$ cat config.mk
export PLATFORM = sky130hd
export DESIGN_NAME = binary_grid_run_clue_extractor
export DESIGN_NICKNAME = d
export VERILOG_FILES = /design/src/sv/bgrc_pkg.sv /design/src/sv/bgrc_ram.sv /design/src/sv/binary_grid_run_clue_extractor.sv
export SDC_FILE = /design/constraint.sdc
export NUM_CORES = 1
export LEC_CHECK = 0
export BUFFER_PORTS_ARGS = -buffer_cell sky130_fd_sc_hd__buf_2
export CAP_MARGIN = 20
export CORE_MARGIN = 2
export CORE_UTILIZATION = 60
export DETAILED_ROUTE_END_ITERATION = 8
export PLACE_DENSITY = 0.76
export SYNTH_ARGS = -nofsm -noshare
export SYNTH_HDL_FRONTEND = slang
export SYNTH_SLANG_ARGS = --single-unit
$ cat constraint.sdc
create_clock -name clk -period 7.6 [get_ports clk]
set_input_delay 0.38 -clock clk [delete_from_list [all_inputs] [get_ports clk]]
set_output_delay 0.38 -clock clk [all_outputs]
set_load 0.01 [all_outputs]
$ cat src/sv/bgrc_pkg.sv
package bgrc_pkg;

    // Line limits of the grid; a register value above the limit acts as the limit.
    localparam int MAX_COLS   = 64;
    localparam int MAX_ROWS   = 64;
    localparam int LINE_CAP   = 64;
    localparam int COL_LIMIT  = (MAX_COLS < LINE_CAP) ? MAX_COLS : LINE_CAP;
    localparam int ROW_LIMIT  = (MAX_ROWS < LINE_CAP) ? MAX_ROWS : LINE_CAP;

    // Fixed field widths.
    localparam int POS_W      = 6;
    localparam int LEN_W      = 7;
    localparam int CNT_W      = 6;
    localparam int BYTE_W     = 8;
    localparam int IDX_W      = 2;

    localparam logic [BYTE_W-1:0] FILLED_CODE = 8'h01;

    localparam logic [IDX_W-1:0] CFG_COLS = 2'd0;
    localparam logic [IDX_W-1:0] CFG_ROWS = 2'd1;

    typedef enum logic [1:0] {
        KIND_ROW = 2'd0,
        KIND_COL = 2'd1,
        KIND_SUM = 2'd2
    } kind_t;

    // One entry of the column store: clue count above the open run length.
    typedef struct packed {
        logic [CNT_W-1:0] cnt;
        logic [LEN_W-1:0] run;
    } col_entry_t;

    localparam int ENTRY_W = $bits(col_entry_t);

endpackage

$ cat src/sv/bgrc_ram.sv
module bgrc_ram #(
    parameter int WIDTH = 8,
    parameter int DEPTH = 64,
    localparam int AW = $clog2(DEPTH)
) (
    input  logic             clk,
    input  logic             wr_en,
    input  logic [AW-1:0]    wr_addr,
    input  logic [WIDTH-1:0] wr_data,
    input  logic             rd_en,
    input  logic [AW-1:0]    rd_addr,
    output logic [WIDTH-1:0] rd_data
);

    logic [WIDTH-1:0] mem [DEPTH];

    always_ff @(posedge clk)
    begin
        if (wr_en)
        begin
            mem[wr_addr] <= wr_data;
        end
        // Read data holds until the next read.
        if (rd_en)
        begin
            rd_data <= mem[rd_addr];
        end
    end

endmodule

$ cat src/sv/binary_grid_run_clue_extractor.sv
// Channel  | Handshake                  | Word
// ---------+----------------------------+-------------------------------------------------
// input    | in_valid / in_stall        | cell_byte
// output   | out_valid / out_stall      | clue_kind, line_index, run_length,
//          |                            | max_row_clues, max_col_clues, last_of_item
// config   | cfg_write (no wait)        | cfg_index, cfg_data
//
// A cell is taken every cycle as long as the result words of the cell ahead of it
// fit: each cell produces up to three words and the output drains one word a cycle
// while out_stall is low; a waiting cell holds the input until only the last word
// ahead of it remains and is being taken. Between the edge that accepts a cell and
// its first result word lie the registered read of the column store and then the
// result register.
// rst_n clears all control state at once; the column store needs no clearing
// because row 0 of every grid initializes each entry before it is read.
// in_stall rises only while a cell waits for the output words ahead of it to drain.
module binary_grid_run_clue_extractor (
    input  logic                            clk,
    input  logic                            rst_n,

    input  logic                            cfg_write,
    input  logic [bgrc_pkg::IDX_W-1:0]      cfg_index,
    input  logic [bgrc_pkg::LEN_W-1:0]      cfg_data,

    input  logic                            in_valid,
    output logic                            in_stall,
    input  logic [bgrc_pkg::BYTE_W-1:0]     cell_byte,

    output logic                            out_valid,
    input  logic                            out_stall,
    output logic [1:0]                      clue_kind,
    output logic [bgrc_pkg::POS_W-1:0]      line_index,
    output logic [bgrc_pkg::LEN_W-1:0]      run_length,
    output logic [bgrc_pkg::CNT_W-1:0]      max_row_clues,
    output logic [bgrc_pkg::CNT_W-1:0]      max_col_clues,
    output logic                            last_of_item
);

    localparam int POS_W = bgrc_pkg::POS_W;
    localparam int LEN_W = bgrc_pkg::LEN_W;
    localparam int CNT_W = bgrc_pkg::CNT_W;

    // Configuration registers.
    logic [LEN_W-1:0] cols_reg;
    logic [LEN_W-1:0] rows_reg;
    logic [LEN_W-1:0] cols_eff;
    logic [LEN_W-1:0] rows_eff;

    // Position of the next cell, advanced when a cell is accepted.
    logic [POS_W-1:0] col_pos_reg;
    logic [POS_W-1:0] col_pos_next;
    logic [POS_W-1:0] row_pos_reg;
    logic [POS_W-1:0] row_pos_next;

    // Row and grid counters, advanced when a cell leaves the read stage.
    logic [LEN_W-1:0] row_run_reg;
    logic [LEN_W-1:0] row_run_next;
    logic [CNT_W-1:0] row_cnt_reg;
    logic [CNT_W-1:0] row_cnt_next;
    logic [CNT_W-1:0] row_max_reg;
    logic [CNT_W-1:0] row_max_next;
    logic [CNT_W-1:0] col_max_reg;
    logic [CNT_W-1:0] col_max_next;

    // Read stage: the cell whose column entry is being read.
    logic                    s1_valid_reg;
    logic                    s1_filled_reg;
    logic [POS_W-1:0]        s1_c_reg;
    logic [POS_W-1:0]        s1_r_reg;
    logic                    s1_row_end_reg;
    logic                    s1_col_end_reg;
    logic                    s1_fwd_reg;
    bgrc_pkg::col_entry_t    s1_fwd_data_reg;

    // Result group of the last cell that left the read stage.
    logic                    grp_row_vld_reg;
    logic [POS_W-1:0]        grp_row_idx_reg;
    logic [LEN_W-1:0]        grp_row_len_reg;
    logic                    grp_col_vld_reg;
    logic [POS_W-1:0]        grp_col_idx_reg;
    logic [LEN_W-1:0]        grp_col_len_reg;
    logic                    grp_sum_vld_reg;
    logic [CNT_W-1:0]        grp_sum_mr_reg;
    logic [CNT_W-1:0]        grp_sum_mc_reg;

    logic                    in_accept;
    logic                    out_accept;
    logic                    advance;
    logic [1:0]              grp_count;

    logic [POS_W-1:0]        c_in;
    logic [POS_W-1:0]        r_in;
    logic                    row_end_in;
    logic                    col_end_in;

    bgrc_pkg::col_entry_t    ram_rd_data;
    bgrc_pkg::col_entry_t    ram_wr_data;
    bgrc_pkg::col_entry_t    col_old;

    logic                    row_vld;
    logic [LEN_W-1:0]        row_len;
    logic                    col_vld;
    logic [LEN_W-1:0]        col_len;
    logic                    sum_vld;

    // Register values of 0 act as 1; values above the line limit act as the limit.
    always_comb
    begin
        if (cols_reg == '0)
            cols_eff = LEN_W'(1);
        else if (cols_reg > LEN_W'(bgrc_pkg::COL_LIMIT))
            cols_eff = LEN_W'(bgrc_pkg::COL_LIMIT);
        else
            cols_eff = cols_reg;

        if (rows_reg == '0)
            rows_eff = LEN_W'(1);
        else if (rows_reg > LEN_W'(bgrc_pkg::ROW_LIMIT))
            rows_eff = LEN_W'(bgrc_pkg::ROW_LIMIT);
        else
            rows_eff = rows_reg;
    end

    // Position of the incoming cell and where the next one lands.
    always_comb
    begin
        c_in       = ({1'b0, col_pos_reg} < cols_eff) ? col_pos_reg : '0;
        r_in       = ({1'b0, row_pos_reg} < rows_eff) ? row_pos_reg : '0;
        row_end_in = ({1'b0, c_in} == (cols_eff - LEN_W'(1)));
        col_end_in = ({1'b0, r_in} == (rows_eff - LEN_W'(1)));

        col_pos_next = col_pos_reg;
        row_pos_next = row_pos_reg;
        if (in_accept)
        begin
            if (row_end_in)
            begin
                col_pos_next = '0;
                row_pos_next = col_end_in ? '0 : r_in + POS_W'(1);
            end
            else
            begin
                col_pos_next = c_in + POS_W'(1);
                row_pos_next = r_in;
            end
        end
    end

    // The read stage moves on once the result group will be empty this cycle.
    assign grp_count  = 2'(grp_row_vld_reg) + 2'(grp_col_vld_reg) + 2'(grp_sum_vld_reg);
    assign out_valid  = (grp_count != 2'd0);
    assign out_accept = out_valid && !out_stall;
    assign advance    = s1_valid_reg &&
                        ((grp_count == 2'd0) || ((grp_count == 2'd1) && out_accept));
    assign in_stall   = s1_valid_reg && !advance;
    assign in_accept  = in_valid && !in_stall;

    // Column entry of the cell in the read stage: row 0 starts fresh, and a write
    // to the same column in the cycle of the read is forwarded.
    always_comb
    begin
        if (s1_r_reg == '0)
            col_old = '0;
        else if (s1_fwd_reg)
            col_old = s1_fwd_data_reg;
        else
            col_old = ram_rd_data;
    end

    // Run tracking of the row and of the column for the cell in the read stage.
    always_comb
    begin
        logic [LEN_W-1:0] rrun;
        logic [CNT_W-1:0] rcnt;
        logic [LEN_W-1:0] crun;
        logic [CNT_W-1:0] ccnt;

        rrun    = row_run_reg;
        rcnt    = row_cnt_reg;
        row_vld = 1'b0;
        row_len = '0;
        if (s1_filled_reg)
        begin
            rrun = rrun + LEN_W'(1);
        end
        else if (rrun != '0)
        begin
            row_vld = 1'b1;
            row_len = rrun;
            rcnt    = rcnt + CNT_W'(1);
            rrun    = '0;
        end
        row_max_next = row_max_reg;
        if (s1_row_end_reg)
        begin
            if (rrun != '0)
            begin
                row_vld = 1'b1;
                row_len = rrun;
                rcnt    = rcnt + CNT_W'(1);
                rrun    = '0;
            end
            if (rcnt == '0)
            begin
                row_vld = 1'b1;
                row_len = '0;
            end
            if (rcnt > row_max_reg)
                row_max_next = rcnt;
            rcnt = '0;
        end
        row_run_next = rrun;
        row_cnt_next = rcnt;

        crun    = col_old.run;
        ccnt    = col_old.cnt;
        col_vld = 1'b0;
        col_len = '0;
        if (s1_filled_reg)
        begin
            crun = crun + LEN_W'(1);
        end
        else if (crun != '0)
        begin
            col_vld = 1'b1;
            col_len = crun;
            ccnt    = ccnt + CNT_W'(1);
            crun    = '0;
        end
        col_max_next = col_max_reg;
        if (s1_col_end_reg)
        begin
            if (crun != '0)
            begin
                col_vld = 1'b1;
                col_len = crun;
                ccnt    = ccnt + CNT_W'(1);
                crun    = '0;
            end
            if (ccnt == '0)
            begin
                col_vld = 1'b1;
                col_len = '0;
            end
            if (ccnt > col_max_reg)
                col_max_next = ccnt;
        end
        ram_wr_data.run = crun;
        ram_wr_data.cnt = ccnt;

        sum_vld = s1_row_end_reg && s1_col_end_reg;
    end

    bgrc_ram #(
        .WIDTH (bgrc_pkg::ENTRY_W),
        .DEPTH (bgrc_pkg::COL_LIMIT)
    ) u_col_store (
        .clk     (clk),
        .wr_en   (advance),
        .wr_addr (s1_c_reg),
        .wr_data (ram_wr_data),
        .rd_en   (in_accept),
        .rd_addr (c_in),
        .rd_data (ram_rd_data)
    );

    // Configuration, positions and counters. Any register write restarts the grid.
    always_ff @(posedge clk or negedge rst_n)
    begin
        if (!rst_n)
        begin
            cols_reg    <= LEN_W'(64);
            rows_reg    <= LEN_W'(64);
            col_pos_reg <= '0;
            row_pos_reg <= '0;
            row_run_reg <= '0;
            row_cnt_reg <= '0;
            row_max_reg <= '0;
            col_max_reg <= '0;
        end
        else if (cfg_write &&
                 ((cfg_index == bgrc_pkg::CFG_COLS) || (cfg_index == bgrc_pkg::CFG_ROWS)))
        begin
            if (cfg_index == bgrc_pkg::CFG_COLS)
                cols_reg <= cfg_data;
            else
                rows_reg <= cfg_data;
            col_pos_reg <= '0;
            row_pos_reg <= '0;
            row_run_reg <= '0;
            row_cnt_reg <= '0;
            row_max_reg <= '0;
            col_max_reg <= '0;
        end
        else
        begin
            col_pos_reg <= col_pos_next;
            row_pos_reg <= row_pos_next;
            if (advance)
            begin
                row_run_reg <= row_run_next;
                row_cnt_reg <= row_cnt_next;
                // The grid ends after the summary, so both maxima start over.
                row_max_reg <= sum_vld ? '0 : row_max_next;
                col_max_reg <= sum_vld ? '0 : col_max_next;
            end
        end
    end

    // Read stage control.
    always_ff @(posedge clk or negedge rst_n)
    begin
        if (!rst_n)
        begin
            s1_valid_reg <= 1'b0;
        end
        else if (in_accept)
        begin
            s1_valid_reg <= 1'b1;
        end
        else if (advance)
        begin
            s1_valid_reg <= 1'b0;
        end
    end

    // Read stage payload.
    always_ff @(posedge clk)
    begin
        if (in_accept)
        begin
            s1_filled_reg   <= (cell_byte == bgrc_pkg::FILLED_CODE);
            s1_c_reg        <= c_in;
            s1_r_reg        <= r_in;
            s1_row_end_reg  <= row_end_in;
            s1_col_end_reg  <= col_end_in;
            s1_fwd_reg      <= advance && (s1_c_reg == c_in);
            s1_fwd_data_reg <= ram_wr_data;
        end
    end

    // Result group valid bits: loaded as a whole, drained one word at a time.
    always_ff @(posedge clk or negedge rst_n)
    begin
        if (!rst_n)
        begin
            grp_row_vld_reg <= 1'b0;
            grp_col_vld_reg <= 1'b0;
            grp_sum_vld_reg <= 1'b0;
        end
        else if (advance)
        begin
            grp_row_vld_reg <= row_vld;
            grp_col_vld_reg <= col_vld;
            grp_sum_vld_reg <= sum_vld;
        end
        else if (out_accept)
        begin
            if (grp_row_vld_reg)
                grp_row_vld_reg <= 1'b0;
            else if (grp_col_vld_reg)
                grp_col_vld_reg <= 1'b0;
            else
                grp_sum_vld_reg <= 1'b0;
        end
    end

    always_ff @(posedge clk)
    begin
        if (advance)
        begin
            grp_row_idx_reg <= s1_r_reg;
            grp_row_len_reg <= row_len;
            grp_col_idx_reg <= s1_c_reg;
            grp_col_len_reg <= col_len;
            grp_sum_mr_reg  <= row_max_next;
            grp_sum_mc_reg  <= col_max_next;
        end
    end

    // Output word: row clue first, then column clue, then the summary.
    always_comb
    begin
        clue_kind     = 2'(bgrc_pkg::KIND_SUM);
        line_index    = '0;
        run_length    = '0;
        max_row_clues = '0;
        max_col_clues = '0;
        if (grp_row_vld_reg)
        begin
            clue_kind  = 2'(bgrc_pkg::KIND_ROW);
            line_index = grp_row_idx_reg;
            run_length = grp_row_len_reg;
        end
        else if (grp_col_vld_reg)
        begin
            clue_kind  = 2'(bgrc_pkg::KIND_COL);
            line_index = grp_col_idx_reg;
            run_length = grp_col_len_reg;
        end
        else
        begin
            max_row_clues = grp_sum_mr_reg;
            max_col_clues = grp_sum_mc_reg;
        end
        last_of_item = (grp_count == 2'd1);
    end

    // A cell read in the cycle its column is written must see the new entry.
    assert property (@(posedge clk) disable iff (!rst_n)
        (in_accept && advance && (s1_c_reg == c_in)) |=> s1_fwd_reg)
        else $error("column store write not forwarded to the following read");

    // A waiting cell keeps its place and position.
    assert property (@(posedge clk) disable iff (!rst_n)
        (s1_valid_reg && !advance) |=> (s1_valid_reg && $stable(s1_c_reg)
                                        && $stable(s1_r_reg)))
        else $error("read stage lost a waiting cell");

    // The end of a grid clears both maxima.
    assert property (@(posedge clk) disable iff (!rst_n)
        (advance && sum_vld) |=> ((row_max_reg == '0) && (col_max_reg == '0)))
        else $error("maxima not cleared at the end of a grid");

    // A new group is only loaded once the previous one has drained.
    assert property (@(posedge clk) disable iff (!rst_n)
        advance |-> ((grp_count == 2'd0) || ((grp_count == 2'd1) && !out_stall)))
        else $error("result group overwritten before it drained");

endmodule
Word level (Yosys, flattened, before mapping)
Memory sizes are Yosys's and may differ from the RTL's. A register that Yosys moved wholly into a read port is not among the register bits.
Index checks and enable logic that the tools add are counted.
{ "totals": {"regBits": 122, "ram_bits": 832, "memories": 1} }
{ "classes": {"n_addsub": 12, "n_lt_le_gt_ge": 6, "n_eq_ne": 8, "n_mux": 90, "bitwise": 1, "n_reduce_logical": 33} }
{ "mem_list": {"columns": ["name", "depth", "width", "rd", "rd_ports_with_merged_regs", "wr", "line_no", "text"], "rows": [
  ["u_col_store.mem", 64, 13, 1, 1, 1, "bgrc_ram.sv:15", "logic [WIDTH-1:0] mem [DEPTH];"]
]} }
{ "op_table": {"columns": ["operator", "n"], "rows": [
  ["6-bit 2-to-1 mux", 37],
  ["7-bit 2-to-1 mux", 26],
  ["6-bit by 1-bit adder with 6-bit output, second input constant", 6],
  ["7-bit nonzero test", 4],
  ["13-bit 2-to-1 mux", 2],
  ["1-bit 2-to-1 mux", 23],
  ["6-bit logical NOT", 3],
  ["7-bit by 1-bit adder with 7-bit output, second input constant", 2],
  ["6-bit by 7-bit equality test with 1-bit output", 2],
  ["7-bit > comparator, second input constant", 2],
  ["7-bit logical NOT", 2],
  ["6-bit by 7-bit less-than comparator with 1-bit output", 2],
  ["7-bit by 1-bit subtractor with 7-bit output, second input constant", 2],
  ["6-bit > comparator", 2],
  ["2-bit nonzero test", 5],
  ["8-bit by 1-bit equality test with 1-bit output, second input constant", 1],
  ["1-bit logical AND", 8],
  ["6-bit equality test", 1],
  ["2-bit AND reduction", 3],
  ["2-bit by 1-bit equality test with 1-bit output, second input constant", 2],
  ["2-bit logical NOT", 2],
  ["2-bit 2-to-1 mux", 2],
  ["2-bit by 1-bit != test with 1-bit output, second input constant", 2],
  ["1-bit logical NOT", 3],
  ["other kinds (5)", 6]
]} }

Logic depth before layout (Yosys ltp)
{ "logic_depth": {"depth_word": 14, "mapped_depth": 25, "ltp_nobuf": 22} }

Hierarchy
Synthesis repeated with hierarchy kept, for this count alone.
{ "unflattened": {"cells_unflattened": 2262, "hier_area_um2": 40725.3} }
{ "modules_own_cells": {"columns": ["mod", "n_inst", "cells_each", "area_each_um2", "seq_area_each_um2"], "rows": [
  ["bgrc_ram", 1, 1402, 32474.9, 25374.3],
  ["binary_grid_run_clue_extractor", 1, 860, 8250.4, 3390.8]
]} }

Worst setup path after synthesis
No wires, ideal clock.
{ "synth_timing": {"path_kind": "flip-flop to flip-flop", "start": "register s1_r_reg[1]", "end": "register s1_fwd_data_reg[12] (netlist name), data pin", "setup_time_ns": 0.573, "arrival_ns": 4.771, "path_slack_ns": 2.255, "stages_incl_launch_ff": 13, "path_buffers": 1, "period_less_slack_ns": 5.345, "cell_sequence": "edfxtp_1 -> or4_1 -> o21ai_1 -> ha_1 -> nor3b_1 -> a22oi_1 -> a2bb2oi_1 -> and2_1 -> buf_6 -> o211ai_1 -> nor2_1 -> nand2_1 -> xnor2_1"} }
{ "synth_rtl": {"columns": ["item", "line_no", "text"], "rows": [
  ["from (decl)", "binary_grid_run_clue_extractor.sv:69", "logic [POS_W-1:0] s1_r_reg;"],
  ["from (signal assigned)", "binary_grid_run_clue_extractor.sv:334", "s1_r_reg <= r_in;"],
  ["to (signal assigned)", "binary_grid_run_clue_extractor.sv:338", "s1_fwd_data_reg <= ram_wr_data;"],
  ["to (decl)", "binary_grid_run_clue_extractor.sv:73", "bgrc_pkg::col_entry_t s1_fwd_data_reg;"]
]} }

Worst setup path after layout
{ "layout_timing": {"start": "register s1_fwd_reg", "end": "register col_max_reg[2]"} }
{ "layout_via": {"elab_chain_len": 14, "word_cells_on_any_way": 19, "classes_between": "add/sub (3); order compare (1); mux (13); reduce/logical (2)"} }
{ "layout_lines": {"columns": ["item", "line_no", "text"], "rows": [
  ["from (decl)", "binary_grid_run_clue_extractor.sv:72", "logic s1_fwd_reg;"],
  ["from (signal assigned)", "binary_grid_run_clue_extractor.sv:337", "s1_fwd_reg <= advance && (s1_c_reg == c_in);"],
  ["13-bit 2-to-1 mux (*)", "binary_grid_run_clue_extractor.sv:164", "else if (s1_fwd_reg)"],
  ["13-bit 2-to-1 mux (*)", "binary_grid_run_clue_extractor.sv:162", "if (s1_r_reg == '0)"],
  ["6-bit by 1-bit adder with 6-bit output or 7-bit nonzero test (tied branches)", "binary_grid_run_clue_extractor.sv:227, binary_grid_run_clue_extractor.sv:223", null],
  ["6-bit 2-to-1 mux or 7-bit 2-to-1 mux (tied branches)", "binary_grid_run_clue_extractor.sv:223", "else if (crun != '0)"],
  ["6-bit 2-to-1 mux or 7-bit 2-to-1 mux (tied branches)", "binary_grid_run_clue_extractor.sv:219", "if (s1_filled_reg)"],
  ["6-bit by 1-bit adder with 6-bit output or 7-bit nonzero test (tied branches)", "binary_grid_run_clue_extractor.sv:237, binary_grid_run_clue_extractor.sv:233", null],
  ["6-bit 2-to-1 mux (*)", "binary_grid_run_clue_extractor.sv:233", "if (crun != '0)"],
  ["6-bit 2-to-1 mux (*)", "binary_grid_run_clue_extractor.sv:231", "if (s1_col_end_reg)"],
  ["6-bit > comparator", "binary_grid_run_clue_extractor.sv:245", "if (ccnt > col_max_reg)"],
  ["6-bit 2-to-1 mux (*)", "binary_grid_run_clue_extractor.sv:245", null],
  ["6-bit 2-to-1 mux (*)", "binary_grid_run_clue_extractor.sv:231", null],
  ["6-bit 2-to-1 mux (*)", "binary_grid_run_clue_extractor.sv:305", "col_max_reg <= sum_vld ? '0 : col_max_next;"],
  ["6-bit 2-to-1 mux (*)", "binary_grid_run_clue_extractor.sv:299", "if (advance)"],
  ["6-bit 2-to-1 mux (*)", "binary_grid_run_clue_extractor.sv:281", "else if (cfg_write &&"],
  ["to (signal assigned)", "binary_grid_run_clue_extractor.sv:305", null],
  ["to (decl)", "binary_grid_run_clue_extractor.sv:62", "logic [CNT_W-1:0] col_max_reg;"]
]} }
Every way passes the cells marked *; elsewhere a longest branch is shown, timed or not. The select of a mux whose other input is x is not followed.
A chain may end at the register's enable or synchronous reset.

==> summary.txt <==
Worst hold path
  – Worst hold path class: input port to flip-flop

Synthesis
  – YS warnings: 0
  – Fraction of registers with async set/reset: under 10%
  – Avg Inst Size Synth: 14.3 um2
  – Adder-Cell Fraction of Synth Area: 1.09%
  – Register area share after synthesis: 70.6%
  – Yosys cell types: between 80 and 90
  – EDFF count, synth: about 900
  – Synth Net Count: 2901
  – Top cells by area, synth: edfxtp_1 67%, mux2i_1 4.7%, dfrtp_1 3.3%
  – Simple-Gate Fraction of Synth Area: 7.92%
  – Xor-xnor portion of the synthesized cell area: 0.771%
  – Cell accounting for the most synthesized area: edfxtp_1
  – Main synth FF type: edfxtp_1
  – Cell area after synthesis: approximately 41000 um2
  – Post-synthesis mux area share: 6.40%
  – Post-synth top area share: approximately two thirds
  – Gate Count Post-Synth: 2844
  – Main combinational cell family by area after synthesis: compound AO/OA/AOI/OAI gates
  – Flops & latches, synth: 967
  – Compound-gate portion of the synthesized area: about 11%

Placement
  – Post-Place Cells: 3721
  – Placer Congestion: 0.880
  – Post-DP Area: 42500 um2
  – DP HPWL: ~64000 um
  – Pre-CTS WS: 1.67 ns
  – Port Buffers: roughly 50

Cells and area
  – FILL cells: 4394
  – Register area: 28800 um2
  – Footprint of the multi-input gates: 11300 um2
  – Commonest non-fill, non-tap cell in the layout: edfxtp_1
  – Fin nets: 3017
  – Area grow syn2layout: 12.5%
  – Commonest non-fill, non-tap cells in the layout: 912 x edfxtp_1, 202 x nand2_1, 196 x nor2_1
  – Final core occ: 68.2%
  – Finished Cell Area: 45800 um2
  – Max reg flops: between 800 and 900
  – Final non-filler cell total: 3913
  – Fraction of final layout cells with drive strength greater than 1: 13.8%

Floorplan
  – # IOs: 52
  – Die width: approximately 260 um
  – Site row count: 95
  – Core footprint: 67200 um2
  – Die area: 70000 um2
  – Initial Util: 60.6%
  – Chip height: 265 um

STA
  – Setup ws final: roughly 1.6 ns
  – Unrepaired setup endpoints after global routing: false
  – Hold WS: 0.0950 ns
  – Layout Skew: between 0.02 and 0.025 ns
  – Final Hold Viols: 0
  – Post-layout minimum cycle time: 6.02 ns
  – Post-route setup TNS: 0 ns
  – Highest clock rate: 166 MHz
  – Slew @ Worst Pin: 1.12 ns
  – Fin. max-slew vios: 0
  – # setup viols final: 0
  – Slew margin rel.: 24.8%
  – Period utilization: 79.3%

Power
  – Leak: 15.3 nW
  – VDD IR-drop max: 0.578 mV
  – Pwr Density: 404 nW/um2
  – Final Power: 18.5 mW

Critical path
  – Worst Setup End Kind: flip-flop
  – Crit path kind: flip-flop to flip-flop
  – Req. time, crit path: 8.13 ns
  – Worst setup SP type: flip-flop
  – Crit-path cells: mux2_2 -> o21ai_1 -> ha_1 -> nor3b_1 -> a22oi_1 -> nand3b_1 -> nand4_1 -> or2_2 -> mux2_2 -> ha_1 -> nor2b_1 -> o21a_1 -> o21a_1 -> o21ai_0 -> nand2b_1 -> a21oi_1 -> a311oi_1 -> buf_4 -> o21ai_0 -> a32o_1
  – CP arrival: approximately 6.6 ns
  – CP top delay family: compound AO/OA/AOI/OAI gates
  – CP max stage cell: edfxtp_1
  – Crit path max fanout: 27
  – CP bufs+invs: 1
  – CP peak stage delay: 1.04 ns

Clock network
  – Cts bufs inserted: 96
  – CTS tree: yes
  – Clk Latency, worst-skew pair: around 0.66 ns
  – H-tree Lvls: 3
  – Root Driver: clkbuf_16
  – Post-CTS sizing: 0
  – Clock sink count: 967
  – Hold_buf cts: 9
  – Post-CTS Setup Inserts: 0
  – Clock Pin Slew Worst Setup and Hold Paths: 0.06 ns
  – CTS Buffer Depth: 3

Route
  – Routed vias: 26578
  – Vias per std cell: 6.79
  – Drt initial violations: between 3000 and 4000
  – Total Wirelength: 107000 um
  – Residual DRC: 0
  – Pre-Repair DR Iteration Count: 6
  – DRT antenna net count: 0
  – WL per Instance: 27.4 um

Flow run
  – Max cap viols: 0

Global routing
  – Initial antenna violation count: 1
  – Met1 Use GR: 40.6%
  – Largest net degree at the start of global routing: 66
  – GR Util met2: 49.2%
  – GR met3 Demand/Resource: 5.65%
  – Vias in the first global route: around 26000
  – Busiest grt layer: met2
  – Remaining Overflow, GRT: 0
  – Tot GR Track Use: 30.4%
  – Global-route wire length before repair: 160000 um

Status
  – Status: completed
==> synthesized netlist by cell type (27+ instances only) <==
master,count
a21oi_1,55
ha_1,34
nand2_1,204
inv_1,51
o21ai_0,162
a31oi_1,27
mux2_2,60
dfrtp_1,53
nor3_1,52
clkbuf_1,123
a221oi_1,76
edfxtp_1,912
nor2_1,203
mux2i_1,193
o22ai_1,115
nand3_1,76
==> path summary, 6_finish.rpt <==
check / depth (start not counted) / from / slack (ns) / to
worst max-delay path: 20 / s1_fwd_reg / 1.58 / col_max_reg[2]
worst min register to register: 0 / s1_r_reg[5] / 0.47 / grp_row_idx_reg[5]
min in group asynchronous: 3 / rst_n / 0.40 / rows_reg[4]
worst min-delay path: 2 / cell_byte[0] / 0.09 / s1_filled_reg
max in group asynchronous: 3 / rst_n / 6.59 / col_pos_reg[2]
worst max register to register: 20 / s1_fwd_reg / 1.58 / col_max_reg[2]
==> final cells by class <==
| cell class | count | share of cell area, % |
|---|---|---|
| Multi-Input combinational cell | 1667 | 24.6 |
| Antenna cell | 1 | 0.00546 |
| Sequential cell | 967 | 62.8 |
| Tap cell | 873 | 2.38 |
| Clock buffer | 111 | 5.41 |
| Timing Repair Buffer | 172 | 2.70 |
| Clock inverter | 66 | 1.61 |
| Inverter | 56 | 0.467 |
==> power by group <==
group / internal [mW] / switching [mW] / leakage (nW) / total (mW)
sequential: 7.49 / 0.341 / 9.08 / 7.83
combinational: 1.67 / 4.18 / 4.67 / 5.85
clock: 2.83 / 2.01 / 1.56 / 4.83
==> logic make-up (layout without fill, tap and decap cells) <==
group,count (synthesis),in the layout
flip-flops,967,967
AND/OR/NAND/NOR,683,683
AO/OA/AOI/OAI,661,661
multiplexers,253,253
buffers and inverters,210,405
adder cells (fa/ha/maj),35,35
XOR/XNOR,35,35
other,0,1
==> metal layers <==
metal  share of wire, %  routed length [um]  vias up
li1                   -                   -    11421
met1                 37               40000    13046
met2                 48               51100     1773
met3                 10               11100      336
met4                4.7                5000        2
met5              0.012                  13        -
==> worst register-to-register path, delay by kind of cell, from the launching register on <==
kind	cells	cell delay (ns)
compound gates	9	1.85
simple gates	6	1.31
flops	1	1.04
mux	2	0.80
fa+ha+maj	2	0.63
buf+inv	1	0.27
Power figures use the tool's default switching activity.
